<file path="src/hdl/u8d_pkg.sv">
package u8d_pkg;

   localparam int unsigned CP_W   = 21;
   localparam int unsigned BYTE_W = 8;
   localparam int unsigned BITS_W = 7;
   localparam int unsigned REM_W  = 2;

   // Result status codes.
   localparam logic STATUS_OK    = 1'b0;
   localparam logic STATUS_ERROR = 1'b1;

   typedef enum logic [2:0] {
      CLS_ASCII,
      CLS_CONT,
      CLS_LEAD2,
      CLS_LEAD3,
      CLS_LEAD4,
      CLS_INVALID
   } byte_class_type;

   // One classified byte as it sits in the queue between front and back.
   typedef struct packed {
      byte_class_type      cls;
      logic [BITS_W-1:0]   bits;
      logic                eot;
   } token_type;

endpackage

</file>
<file path="src/hdl/u8d_req_if.sv">
interface u8d_req_if
   import u8d_pkg::*;
   ();
   logic              valid;
   logic              ready;
   logic [BYTE_W-1:0] data_byte;
   logic              end_of_text;

   modport source (output valid, output data_byte, output end_of_text, input ready);
   modport sink   (input valid, input data_byte, input end_of_text, output ready);
endinterface

</file>
<file path="src/hdl/u8d_rsp_if.sv">
interface u8d_rsp_if
   import u8d_pkg::*;
   ();
   logic            valid;
   logic            ready;
   logic [CP_W-1:0] code_point;
   logic            status;

   modport source (output valid, output code_point, output status, input ready);
   modport sink   (input valid, input code_point, input status, output ready);
endinterface

</file>
<file path="src/hdl/u8d_classify.sv">
module u8d_classify
   import u8d_pkg::*;
   (
   u8d_req_if.sink   req,
   input  logic      push_ready,
   output logic      push_valid,
   output token_type push_token
);

   logic [BYTE_W-1:0] b;

   assign b          = req.data_byte;
   assign push_valid = req.valid;
   assign req.ready  = push_ready;

   // The lead byte keeps only its payload bits; the prefix is folded into the class.
   always_comb begin
      push_token.eot = req.end_of_text;
      priority if (b[7] == 1'b0) begin
         push_token.cls  = CLS_ASCII;
         push_token.bits = b[6:0];
      end else if (b[7:6] == 2'b10) begin
         push_token.cls  = CLS_CONT;
         push_token.bits = {1'b0, b[5:0]};
      end else if (b[7:5] == 3'b110) begin
         push_token.cls  = CLS_LEAD2;
         push_token.bits = {2'b00, b[4:0]};
      end else if (b[7:4] == 4'b1110) begin
         push_token.cls  = CLS_LEAD3;
         push_token.bits = {3'b000, b[3:0]};
      end else if (b[7:3] == 5'b11110) begin
         push_token.cls  = CLS_LEAD4;
         push_token.bits = {4'b0000, b[2:0]};
      end else begin
         push_token.cls  = CLS_INVALID;
         push_token.bits = '0;
      end
   end

endmodule

</file>
<file path="src/hdl/u8d_queue.sv">
module u8d_queue
   import u8d_pkg::*;
   #(
   parameter int unsigned DEPTH = 4
) (
   input  logic      clock,
   input  logic      reset,
   input  logic      push_valid,
   input  token_type push_token,
   output logic      push_ready,
   output logic      pop_valid,
   output token_type pop_token,
   input  logic      pop
);

   localparam int unsigned PTR_W = (DEPTH > 1) ? $clog2(DEPTH) : 1;
   localparam int unsigned CNT_W = $clog2(DEPTH + 1);

   token_type        slot_ff [DEPTH];
   logic [PTR_W-1:0] wr_ptr_ff, wr_ptr_in;
   logic [PTR_W-1:0] rd_ptr_ff, rd_ptr_in;
   logic [CNT_W-1:0] count_ff, count_in;
   logic             push;
   logic             do_pop;

   assign push_ready = (count_ff != CNT_W'(DEPTH));
   assign pop_valid  = (count_ff != '0);
   assign pop_token  = slot_ff[rd_ptr_ff];
   assign push       = push_valid && push_ready;
   assign do_pop     = pop && pop_valid;

   always_comb begin
      wr_ptr_in = wr_ptr_ff;
      rd_ptr_in = rd_ptr_ff;
      count_in  = count_ff;
      if (push) begin
         wr_ptr_in = (wr_ptr_ff == PTR_W'(DEPTH - 1)) ? '0 : wr_ptr_ff + PTR_W'(1);
      end
      if (do_pop) begin
         rd_ptr_in = (rd_ptr_ff == PTR_W'(DEPTH - 1)) ? '0 : rd_ptr_ff + PTR_W'(1);
      end
      if (push && !do_pop) begin
         count_in = count_ff + CNT_W'(1);
      end else if (do_pop && !push) begin
         count_in = count_ff - CNT_W'(1);
      end
   end

   always_ff @(posedge clock) begin
      if (reset) begin
         wr_ptr_ff <= '0;
         rd_ptr_ff <= '0;
         count_ff  <= '0;
      end else begin
         wr_ptr_ff <= wr_ptr_in;
         rd_ptr_ff <= rd_ptr_in;
         count_ff  <= count_in;
      end
   end

   always_ff @(posedge clock) begin
      if (push) begin
         slot_ff[wr_ptr_ff] <= push_token;
      end
   end

   a_count_bound: assert property (@(posedge clock) disable iff (reset)
      count_ff <= CNT_W'(DEPTH))
      else $error("queue count exceeds depth");

   a_count_track: assert property (@(posedge clock) disable iff (reset)
      (push && !do_pop) |=> (count_ff == $past(count_ff) + CNT_W'(1)))
      else $error("queue count did not follow a push");

endmodule

</file>
<file path="src/hdl/u8d_assemble.sv">
module u8d_assemble
   import u8d_pkg::*;
   (
   input  logic      clock,
   input  logic      reset,
   input  logic      tok_valid,
   input  token_type tok,
   output logic      tok_pop,
   u8d_rsp_if.source rsp
);

   logic [REM_W-1:0] rem_ff, rem_in;
   logic [CP_W-1:0]  part_ff, part_in;
   logic [CP_W-1:0]  shifted;
   logic             rsp_valid_ff, rsp_valid_in;
   logic [CP_W-1:0]  code_ff;
   logic             status_ff;
   logic             emit;
   logic             emit_status;
   logic [CP_W-1:0]  emit_code;

   // A queued byte leaves as soon as the output register is free or being drained.
   assign tok_pop = tok_valid && (!rsp_valid_ff || rsp.ready);
   assign shifted = {part_ff[CP_W-7:0], tok.bits[5:0]};

   always_comb begin
      rem_in      = rem_ff;
      part_in     = part_ff;
      emit        = 1'b0;
      emit_status = STATUS_OK;
      emit_code   = '0;
      if (tok_pop) begin
         if (rem_ff == '0) begin
            unique case (tok.cls)
               CLS_ASCII: begin
                  emit      = 1'b1;
                  emit_code = CP_W'(tok.bits);
               end
               CLS_LEAD2, CLS_LEAD3, CLS_LEAD4: begin
                  unique case (tok.cls)
                     CLS_LEAD2: rem_in = REM_W'(1);
                     CLS_LEAD3: rem_in = REM_W'(2);
                     default:   rem_in = REM_W'(3);
                  endcase
                  part_in = CP_W'(tok.bits);
                  // A lead byte that ends the text leaves a truncated sequence.
                  if (tok.eot) begin
                     rem_in      = '0;
                     part_in     = '0;
                     emit        = 1'b1;
                     emit_status = STATUS_ERROR;
                  end
               end
               default: begin
                  emit        = 1'b1;
                  emit_status = STATUS_ERROR;
               end
            endcase
         end else if (tok.cls != CLS_CONT) begin
            rem_in      = '0;
            part_in     = '0;
            emit        = 1'b1;
            emit_status = STATUS_ERROR;
         end else if (rem_ff == REM_W'(1)) begin
            rem_in    = '0;
            part_in   = '0;
            emit      = 1'b1;
            emit_code = shifted;
         end else if (tok.eot) begin
            rem_in      = '0;
            part_in     = '0;
            emit        = 1'b1;
            emit_status = STATUS_ERROR;
         end else begin
            rem_in  = rem_ff - REM_W'(1);
            part_in = shifted;
         end
      end
   end

   always_comb begin
      if (tok_pop && emit) begin
         rsp_valid_in = 1'b1;
      end else if (rsp.ready) begin
         rsp_valid_in = 1'b0;
      end else begin
         rsp_valid_in = rsp_valid_ff;
      end
   end

   always_ff @(posedge clock) begin
      if (reset) begin
         rem_ff       <= '0;
         part_ff      <= '0;
         rsp_valid_ff <= 1'b0;
      end else begin
         rem_ff       <= rem_in;
         part_ff      <= part_in;
         rsp_valid_ff <= rsp_valid_in;
      end
   end

   always_ff @(posedge clock) begin
      if (tok_pop && emit) begin
         code_ff   <= emit_code;
         status_ff <= emit_status;
      end
   end

   assign rsp.valid      = rsp_valid_ff;
   assign rsp.code_point = code_ff;
   assign rsp.status     = status_ff;

   a_idle_clear: assert property (@(posedge clock) disable iff (reset)
      (rem_ff == '0) |-> (part_ff == '0))
      else $error("partial value left over with no sequence pending");

   a_error_zero: assert property (@(posedge clock) disable iff (reset)
      (rsp_valid_ff && status_ff == STATUS_ERROR) |-> (code_ff == '0))
      else $error("error beat carries a nonzero code point");

endmodule

</file>
<file path="src/hdl/utf8_stream_decoder.sv">
// UTF-8 byte stream decoder: one byte per beat in, one code point or error beat out.
// Throughput: one byte per cycle while results are taken; the result register frees each cycle it is taken.
// The byte that completes or breaks a result is first stored in the QUEUE_DEPTH-entry queue,
// where it may wait behind a stalled output, and the result is then registered at the output.
// Reset (synchronous): queue emptied, no sequence pending, no result valid.
module utf8_stream_decoder
   import u8d_pkg::*;
   #(
   parameter int unsigned QUEUE_DEPTH = 4
) (
   input  logic    clock,
   input  logic    reset,
   u8d_req_if.sink   req,
   u8d_rsp_if.source rsp
);

   logic      push_valid;
   logic      push_ready;
   token_type push_token;
   logic      pop_valid;
   token_type pop_token;
   logic      pop;

   u8d_classify u_classify (
      .req        (req),
      .push_ready (push_ready),
      .push_valid (push_valid),
      .push_token (push_token)
   );

   u8d_queue #(
      .DEPTH (QUEUE_DEPTH)
   ) u_queue (
      .clock      (clock),
      .reset      (reset),
      .push_valid (push_valid),
      .push_token (push_token),
      .push_ready (push_ready),
      .pop_valid  (pop_valid),
      .pop_token  (pop_token),
      .pop        (pop)
   );

   u8d_assemble u_assemble (
      .clock     (clock),
      .reset     (reset),
      .tok_valid (pop_valid),
      .tok       (pop_token),
      .tok_pop   (pop),
      .rsp       (rsp)
   );

endmodule

</file>
<file path="src/flat_wrapper.sv">
// flat-port wrapper written by rule: the top's interface ports become plain ports
module utf8_stream_decoder_flat import u8d_pkg::*;
#(
   parameter int unsigned QUEUE_DEPTH = 4
)
  (clock, reset, req_valid, req_data_byte, req_end_of_text, req_ready, rsp_valid, rsp_code_point, rsp_status, rsp_ready);
  u8d_req_if req_i ();
  u8d_rsp_if rsp_i ();
  input  logic clock;
  input  logic reset;
  input wire logic [$bits(req_i.valid)-1:0] req_valid;
  input wire logic [$bits(req_i.data_byte)-1:0] req_data_byte;
  input wire logic [$bits(req_i.end_of_text)-1:0] req_end_of_text;
  output wire logic [$bits(req_i.ready)-1:0] req_ready;
  output wire logic [$bits(rsp_i.valid)-1:0] rsp_valid;
  output wire logic [$bits(rsp_i.code_point)-1:0] rsp_code_point;
  output wire logic [$bits(rsp_i.status)-1:0] rsp_status;
  input wire logic [$bits(rsp_i.ready)-1:0] rsp_ready;
  assign req_i.valid = req_valid;
  assign req_i.data_byte = req_data_byte;
  assign req_i.end_of_text = req_end_of_text;
  assign req_ready = req_i.ready;
  assign rsp_valid = rsp_i.valid;
  assign rsp_code_point = rsp_i.code_point;
  assign rsp_status = rsp_i.status;
  assign rsp_i.ready = rsp_ready;
  utf8_stream_decoder #(.QUEUE_DEPTH(QUEUE_DEPTH)) u_core (.clock(clock), .reset(reset), .req(req_i), .rsp(rsp_i));
endmodule
</file>
<file path="config.mk">
export PLATFORM = sky130hd
export DESIGN_NAME = utf8_stream_decoder_flat
export DESIGN_NICKNAME = d
export VERILOG_FILES = /design/src/hdl/u8d_pkg.sv /design/src/hdl/u8d_req_if.sv /design/src/hdl/u8d_rsp_if.sv /design/src/hdl/u8d_classify.sv /design/src/hdl/u8d_queue.sv /design/src/hdl/u8d_assemble.sv /design/src/hdl/utf8_stream_decoder.sv /design/src/flat_wrapper.sv
export SDC_FILE = /design/constraint.sdc
export NUM_CORES = 1
export LEC_CHECK = 0
export ABC_AREA = 1
export BUFFER_PORTS_ARGS = -buffer_cell sky130_fd_sc_hd__buf_2
export CORE_MARGIN = 2
export CORE_UTILIZATION = 35
export DETAILED_ROUTE_END_ITERATION = 7
export HOLD_SLACK_MARGIN = 0.12
export MAX_ROUTING_LAYER = met4
export PLACE_DENSITY_LB_ADDON = 0.05
export SYNTH_ARGS = -nofsm -noshare
export SYNTH_HDL_FRONTEND = slang
export SYNTH_SLANG_ARGS = --single-unit
</file>
<file path="constraint.sdc">
create_clock -name clock -period 6.5 [get_ports clock]
set_input_delay 0.975 -clock clock [delete_from_list [all_inputs] [get_ports clock]]
set_output_delay 0.975 -clock clock [all_outputs]
set_load 0.01 [all_outputs]
</file>
After elaboration in Yosys (flattened, before gate mapping)
Memories as Yosys holds them, arrays and structs flattened. A register that Yosys moved wholly into a read port is not among the register bits.
Cells that the tools add are included.
{"block": "totals", "mem_count": 1, "regBits": 47, "inputBits": 13, "wordCells": 86, "ram_bits": 44, "out_inout_bits": 24}
{"memory": "u_core.u_queue.slot_ff", "depth": 4, "word_bits": 11, "rd": 1, "rd_clocked_by_memory_dff": 1, "wr": 1, "line_no": "u8d_queue.sv:19", "rtl": "token_type slot_ff [DEPTH];"}
{"block": "classes", "eq_ne": 13, "n_reduce_logical": 17, "n_addsub": 5, "mux": 42}
{"operator": "$mux 15", "count": 5}
{"operator": "$mux 21", "count": 3}
{"operator": "$mux 10", "count": 4}
{"operator": "$mux 2", "count": 10}
{"operator": "$mux 7", "count": 2}
{"operator": "$mux 1", "count": 13}
{"operator": "$mux 8", "count": 1}
{"operator": "$eq 2x2->1 const B", "count": 3}
{"operator": "$eq 3x2->1 const B", "count": 2}
{"operator": "$eq 3x3->1 const B", "count": 2}
{"operator": "$logic_and 1x1->1", "count": 6}
{"operator": "$mux 3", "count": 2}
{"operator": "$eq 5x5->1 const B", "count": 1}
{"operator": "$add 2x1->2 const B", "count": 2}
{"operator": "$eq 4x4->1 const B", "count": 1}
{"operator": "$pmux 2 s2", "count": 1}
{"operator": "$reduce_bool 2->1", "count": 2}
{"operator": "$add 3x1->3 const B", "count": 1}
{"operator": "$logic_not 1->1", "count": 3}
{"operator": "$logic_not 3->1", "count": 1}
{"operator": "$ne 3x1->1 const B", "count": 1}
{"operator": "$ne 3x3->1 const B", "count": 1}
{"operator": "$reduce_bool 3->1", "count": 1}
{"operator": "$reduce_or 3->1", "count": 1}
{"operator": "other kinds (8)", "count": 8}

Logic depth before layout (Yosys ltp)
{"block": "depth", "ltp_word": 7, "depth_mapped": 13, "mapped_depth_nobuf": 12}

By module
A second synthesis with hierarchy kept.
{"block": "hier_totals", "cells_unflattened": 433, "hier_area_um2": 4134.0}
{"module": "u8d_queue", "seq_area_each_um2": 1501.4, "n_inst": 1, "area_each_um2": 2164.6, "cells_per_inst": 176}
{"module": "u8d_assemble", "seq_area_each_um2": 1021.0, "n_inst": 1, "area_each_um2": 1845.5, "cells_per_inst": 232}
{"module": "u8d_classify", "seq_area_each_um2": 0.0, "n_inst": 1, "area_each_um2": 123.9, "cells_per_inst": 25}

Worst setup path before layout
OpenSTA, ideal clock, no wires.
{"block": "synth_path", "path_type": "input -> register", "startpoint": "input rsp_ready", "endpoint": "register u_core.u_assemble.code_ff[0], in the netlist u_core.u_assemble.rsp.code_point[0], enable pin", "arrival_ps": 2302, "path_slack_ps": 3822, "t_required_ps": 6123, "stages": 5, "setup_ps": 377, "n_path_buf": 1, "cell_sequence": "nor2_1 -> a31oi_2 -> clkbuf_1 -> nand3_1 -> inv_1"}
{"block": "synth_between", "elab_chain_len": 4}
{"item": "start, declared", "line_no": "flat_wrapper.sv:18", "rtl": "input wire logic [$bits(rsp_i.ready)-1:0] rsp_ready;"}
{"item": "$logic_or 1x1->1 *", "line_no": "u8d_assemble.sv:23", "rtl": "assign tok_pop = tok_valid && (!rsp_valid_ff || rsp.ready);"}
{"item": "$logic_and 1x1->1 *", "line_no": "u8d_assemble.sv:23"}
{"item": "$mux 1", "line_no": "u8d_assemble.sv:32", "rtl": "if (tok_pop) begin"}
{"item": "$logic_and 1x1->1 *", "line_no": "u8d_assemble.sv:104", "rtl": "if (tok_pop && emit) begin"}
{"item": "end signal, assigned", "line_no": "u8d_assemble.sv:105", "rtl": "code_ff <= emit_code;"}
{"item": "end, declared", "line_no": "u8d_assemble.sv:16", "rtl": "logic [CP_W-1:0] code_ff;"}
Every way passes the cells marked *; elsewhere a longest branch is shown, timed or not.
A chain may end at the register's enable or synchronous reset.

Worst setup path after layout
{"block": "layout_path", "startpoint": "register u_core.u_assemble.rem_ff[0]", "endpoint": "register u_core.u_assemble.code_ff[8], in the netlist u_core.u_assemble.rsp.code_point[8], enable pin"}
{"block": "layout_between", "elab_chain_len": 6, "word_cells_on_any_way": 7, "cone_classes": "eq/ne: 1; mux: 4; reduce/logical: 2"}
{"item": "start, declared", "line_no": "u8d_assemble.sv:12", "rtl": "logic [REM_W-1:0] rem_ff, rem_in;"}
{"item": "start signal, assigned", "line_no": "u8d_assemble.sv:97", "rtl": "rem_ff <= rem_in;"}
{"item": "$eq 2x1->1", "line_no": "u8d_assemble.sv:64", "rtl": "end else if (rem_ff == REM_W'(1)) begin"}
{"item": "$mux 1", "line_no": "u8d_assemble.sv:64"}
{"item": "$mux 1", "line_no": "u8d_assemble.sv:59", "rtl": "end else if (tok.cls != CLS_CONT) begin"}
{"item": "$mux 1 *", "line_no": "u8d_assemble.sv:33", "rtl": "if (rem_ff == '0) begin"}
{"item": "$mux 1 *", "line_no": "u8d_assemble.sv:32"}
{"item": "$logic_and 1x1->1 *", "line_no": "u8d_assemble.sv:104"}
Marked as above.

==> results <==
- The worst pin sits at a relative slew slack of 0.393.
- The maximum number of buffers from clock root to sink is 2.
- In the global route stage, met3 resource usage came out at 0.0311.
- The global routing met1 resource utilization is 0.189.
- The number of antenna violations at the first check in global routing was 0.
- After the last flow step, the layout net total stands at between 500 and 600.
- The number of violations reported at the end of detailed-routing iteration 0 is around 160.
- The die covers 13500 µm².
- The worst setup path is launched from a flop.
- The filler cell count is about 1300.
- Setup violations remaining at the end of the flow were counted as 0.
- The layer with the highest usage is met2.
- The count of vias placed by the detailed router is ~3200.
- The clock network fraction of design power is 0.205.
- In the final layout, the share of cells above drive strength 1 is 0.146.
- The power per standard cell area is approximately 460 nW/µm².
- The proportion of total power due to net switching is 0.410.
- The worst path needs 2.96 ns of the cycle, external delays included.
- Detailed placement ended at an HPWL of between 6000 and 7000 µm.
- The count of nets left with antenna violations once routing finished came out at 0.
- Summed over all instances, the cell type with the most area after synthesis is sky130_fd_sc_hd__edfxtp_1.
- The total negative slack for setup checks is 0 ns.
- The library cells used most frequently in the layout, excluding fill and tap cells, are sky130_fd_sc_hd__nand2_1, sky130_fd_sc_hd__nor2_1, sky130_fd_sc_hd__inv_1.
- The floorplan has 41 rows.
- In the final layout, the multi-input gates occupy 1490 µm².
- In this run the worst path has a maximum fanout of 22.
- Using the TritonRoute via totals, the vias-per-cell ratio works out to about 4.4.
- Max-cap violations in this run came to 0.
- The number of global-route vias before repair was a little over 3000.
- The most frequent standard cell in the layout excluding fill and tap cells is sky130_fd_sc_hd__nand2_1.
- The number of buffers created by CTS is 9.
- In the finished design, the share of the clock period the worst path needs comes to 0.455.
- The cell count after synthesis is between 500 and 600.
- The number of H-tree branching levels is 3.
- The count of final hold-check violations is 0.
- TritonCTS built the clock tree.
- The area of the core region is roughly 12000 µm².
- The share of synthesized area in the top cell type comes to 0.448.
- The sequential cell area in the final layout is around 2500 µm².
- The post-CTS setup-driven buffer insertion count is 0.
- The run finished with clean final reports.
- For this run, design rule violations remaining after detail routing come to 0.
- The worst hold path begins at u_core.u_queue.count_ff[2]$_SDFFE_PP0P_.
- The critical path starts at u_core.u_assemble.rem_ff[0]$_SDFFE_PP0P_.
- The internal power of the cells totals 1.37 mW.
- During synthesis, Yosys emitted a total of 0 warnings.
- The critical path endpoint category is a flop.
- Hold repair after CTS inserted 0 buffers.
- The type of the worst setup path is reg -> reg.
- Of the total power, registers draw 0.377.
- Data on the critical path is required at its endpoint by 6.45 ns.
- At the placement stage, the worst setup path has a slack of ~3.3 ns.
- For this design the top-level I/O count stands at 37.
- The area growth from synthesis to layout is 13.2%.
- The count of distinct cell types in the synthesized netlist is 30.
- The path category of the worst min-delay check is reg -> reg.
- The met2 demand-to-capacity share in global routing is 0.243.
- The initial standard-cell utilization of the core is 0.355.
- Timing would allow up to approximately 340 MHz.
- The clock net in this run drives a total of slightly above 90 sinks.
- Total power for the finished layout comes to between 2 and 2.5 mW.
- During placement, the flow inserted port buffers numbering 36.
- The largest voltage drop on the vdd net is 0.000122 V.
- The analysis attributes to cell leakage a power of between 2 and 2.5 nW.
- The mean instance size in the synthesized netlist is about 8.8 µm².
- Once the clock tree was built, the resizer swapped 0 gates to a different size.
- The count of TritonRoute iterations in the first routing pass is 4.
- Setup repair after global routing left no endpoint under its margin.
- The final worst slack is between 3 and 4 ns.
- The remaining global-route overflow is 0.
- The number of nets handed over by synthesis was 526.
- The sequential element share of the synthesized area is 0.570.
- The number of register bits inferred by synthesis is 93.
- The mean routed wirelength per cell is between 10 and 15 µm.
- The reported net switching power is 953 µW.
- The aggregate routed wire length is roughly 9200 µm.
- The buffer cell driving the clock tree root is sky130_fd_sc_hd__clkbuf_16.
- The die span in x is around 120 µm.
- The startpoint of the worst register-to-register path is u_core.u_assemble.rem_ff[0]$_SDFFE_PP0P_.
- The max-slew violation total from the final report is 0.
- Measured along the y axis, the die boundary spans between 100 and 150 µm.
- The weighted congestion at the end of routability-driven global placement is between 0.7 and 0.8.
- For the final database, setup skew stands at 0.0112 ns.
- Clock latency on the worst-skew pair, taken at its later pin, is ~0.36 ns.
- The share of total power dissipated in combinational logic is 0.418.
- Clock-pin slew was measured on the worst setup and hold paths at 0.06 ns.
- 0 antenna diodes ended up in the layout.
- Entering global routing, the biggest net connects 29 pins.
- The global-route wire length before repair is about 15000 µm.
- The actual transition at the worst max-transition pin is approximately 0.91 ns.
- The cell area that synthesis handed to floorplanning was between 4000 and 5000 µm².
- In the post-synthesis netlist, the biggest area contributors are sky130_fd_sc_hd__edfxtp_1, sky130_fd_sc_hd__dfxtp_1, sky130_fd_sc_hd__nand2_1.
- In the global route stage, overall resource usage came out at 0.156.
- The endpoint arrival time on the critical path is approximately 2.9 ns.
[through the flow]
step                utilization  std cells  cell area (µm²)  hold slack, ns
floorplan                     -        504             4420           0.476
global placement          0.381        698             4750           0.513
detailed placement        0.381        698             4750           0.508
CTS                       0.402        714             5010           0.521
global route              0.402        714             5010           0.536
finish                    0.402        714             5010           0.523
[sequential cells by signal, summed over array words and instances, names as in the netlist, named ones only]
register / cells
u_core.u_queue.rd_ptr_ff: 2
u_core.u_queue.slot_ff: 44
u_core.u_queue.wr_ptr_ff: 2
u_core.u_assemble.rem_ff: 2
u_core.u_assemble.rsp.valid: 1
u_core.u_assemble.rsp.status: 1
u_core.u_queue.count_ff: 3
u_core.u_assemble.part_ff: 15
u_core.u_assemble.rsp.code_point: 21
[cells by family (layout without fill, tap and decap cells)]
family,Yosys count,in the layout,share of synthesized area
AO/OA/AOI/OAI,24,24,0.0328
adder cells (fa/ha/maj),9,9,0.0272
buffers and inverters,98,136,0.0917
flip-flops,93,93,0.570
AND/OR/NAND/NOR,280,280,0.278
[per-layer routing]
layer | vias up | part of all wire | routed length (µm)
met3 | 19 | 0.031 | 286
met5 | - | 0 | 0
li1 | 1656 | - | -
met4 | 0 | 0.036 | 332
met2 | 49 | 0.47 | 4380
met1 | 1451 | 0.46 | 4230
[path summary, 6_finish.rpt]
path	cells after the start	slack (ns)	to
min reg2reg	2	0.52	u_core.u_queue.count_ff[2]$_SDFFE_PP0P_
max	7	3.54	u_core.u_assemble.rsp.code_point[8]$_SDFFCE_PP0P_
max reg2reg	7	3.54	u_core.u_assemble.rsp.code_point[8]$_SDFFCE_PP0P_
min	2	0.52	u_core.u_queue.count_ff[2]$_SDFFE_PP0P_
[worst max-delay path, stage by stage (launching register included)]
cell and delay (ns):
sky130_fd_sc_hd__dfxtp_1 0.32, sky130_fd_sc_hd__inv_1 0.10, sky130_fd_sc_hd__ha_1 0.44, sky130_fd_sc_hd__clkinv_1 0.59, sky130_fd_sc_hd__nor2_1 0.41, sky130_fd_sc_hd__nand3_1 0.15
sky130_fd_sc_hd__nand3_1 0.13, sky130_fd_sc_hd__inv_1 0.41
[power groups by stage]
| stage | registers (mW) | clock network, mW | logic [mW] |
|---|---|---|---|
| finish | 0.876 | 0.476 | 0.970 |
| global route | 0.896 | 0.515 | 1.13 |
| CTS | 0.879 | 0.492 | 0.987 |
| detailed placement | 0.891 | 0 | 0.979 |
| global placement | 0.890 | 0 | 0.973 |
| floorplan | 0.920 | 0 | 0.715 |
[final cells by class]
cell class | instances | share of cell area
tap | 172 | 0.0430
multi-input combinational | 313 | 0.298
sequential | 93 | 0.504
inverter | 79 | 0.0592
clock inverter | 5 | 0.00550
clock buffer | 11 | 0.0465
timing repair buffer | 41 | 0.0435
[cells in the mapped netlist (all sizes together)]
cell type,count
nor2,88
dfxtp,27
o21ai,11
buf,11
a211oi,1
a31oi,1
o22ai,2
inv,78
a21oi,7
clkbuf,8
nand4,3
fa,1
nand2,134
clkinv,1
o221ai,1
ha,8
o211a,1
edfxtp,66
nand3,55
(Power assumes the default switching activity.)
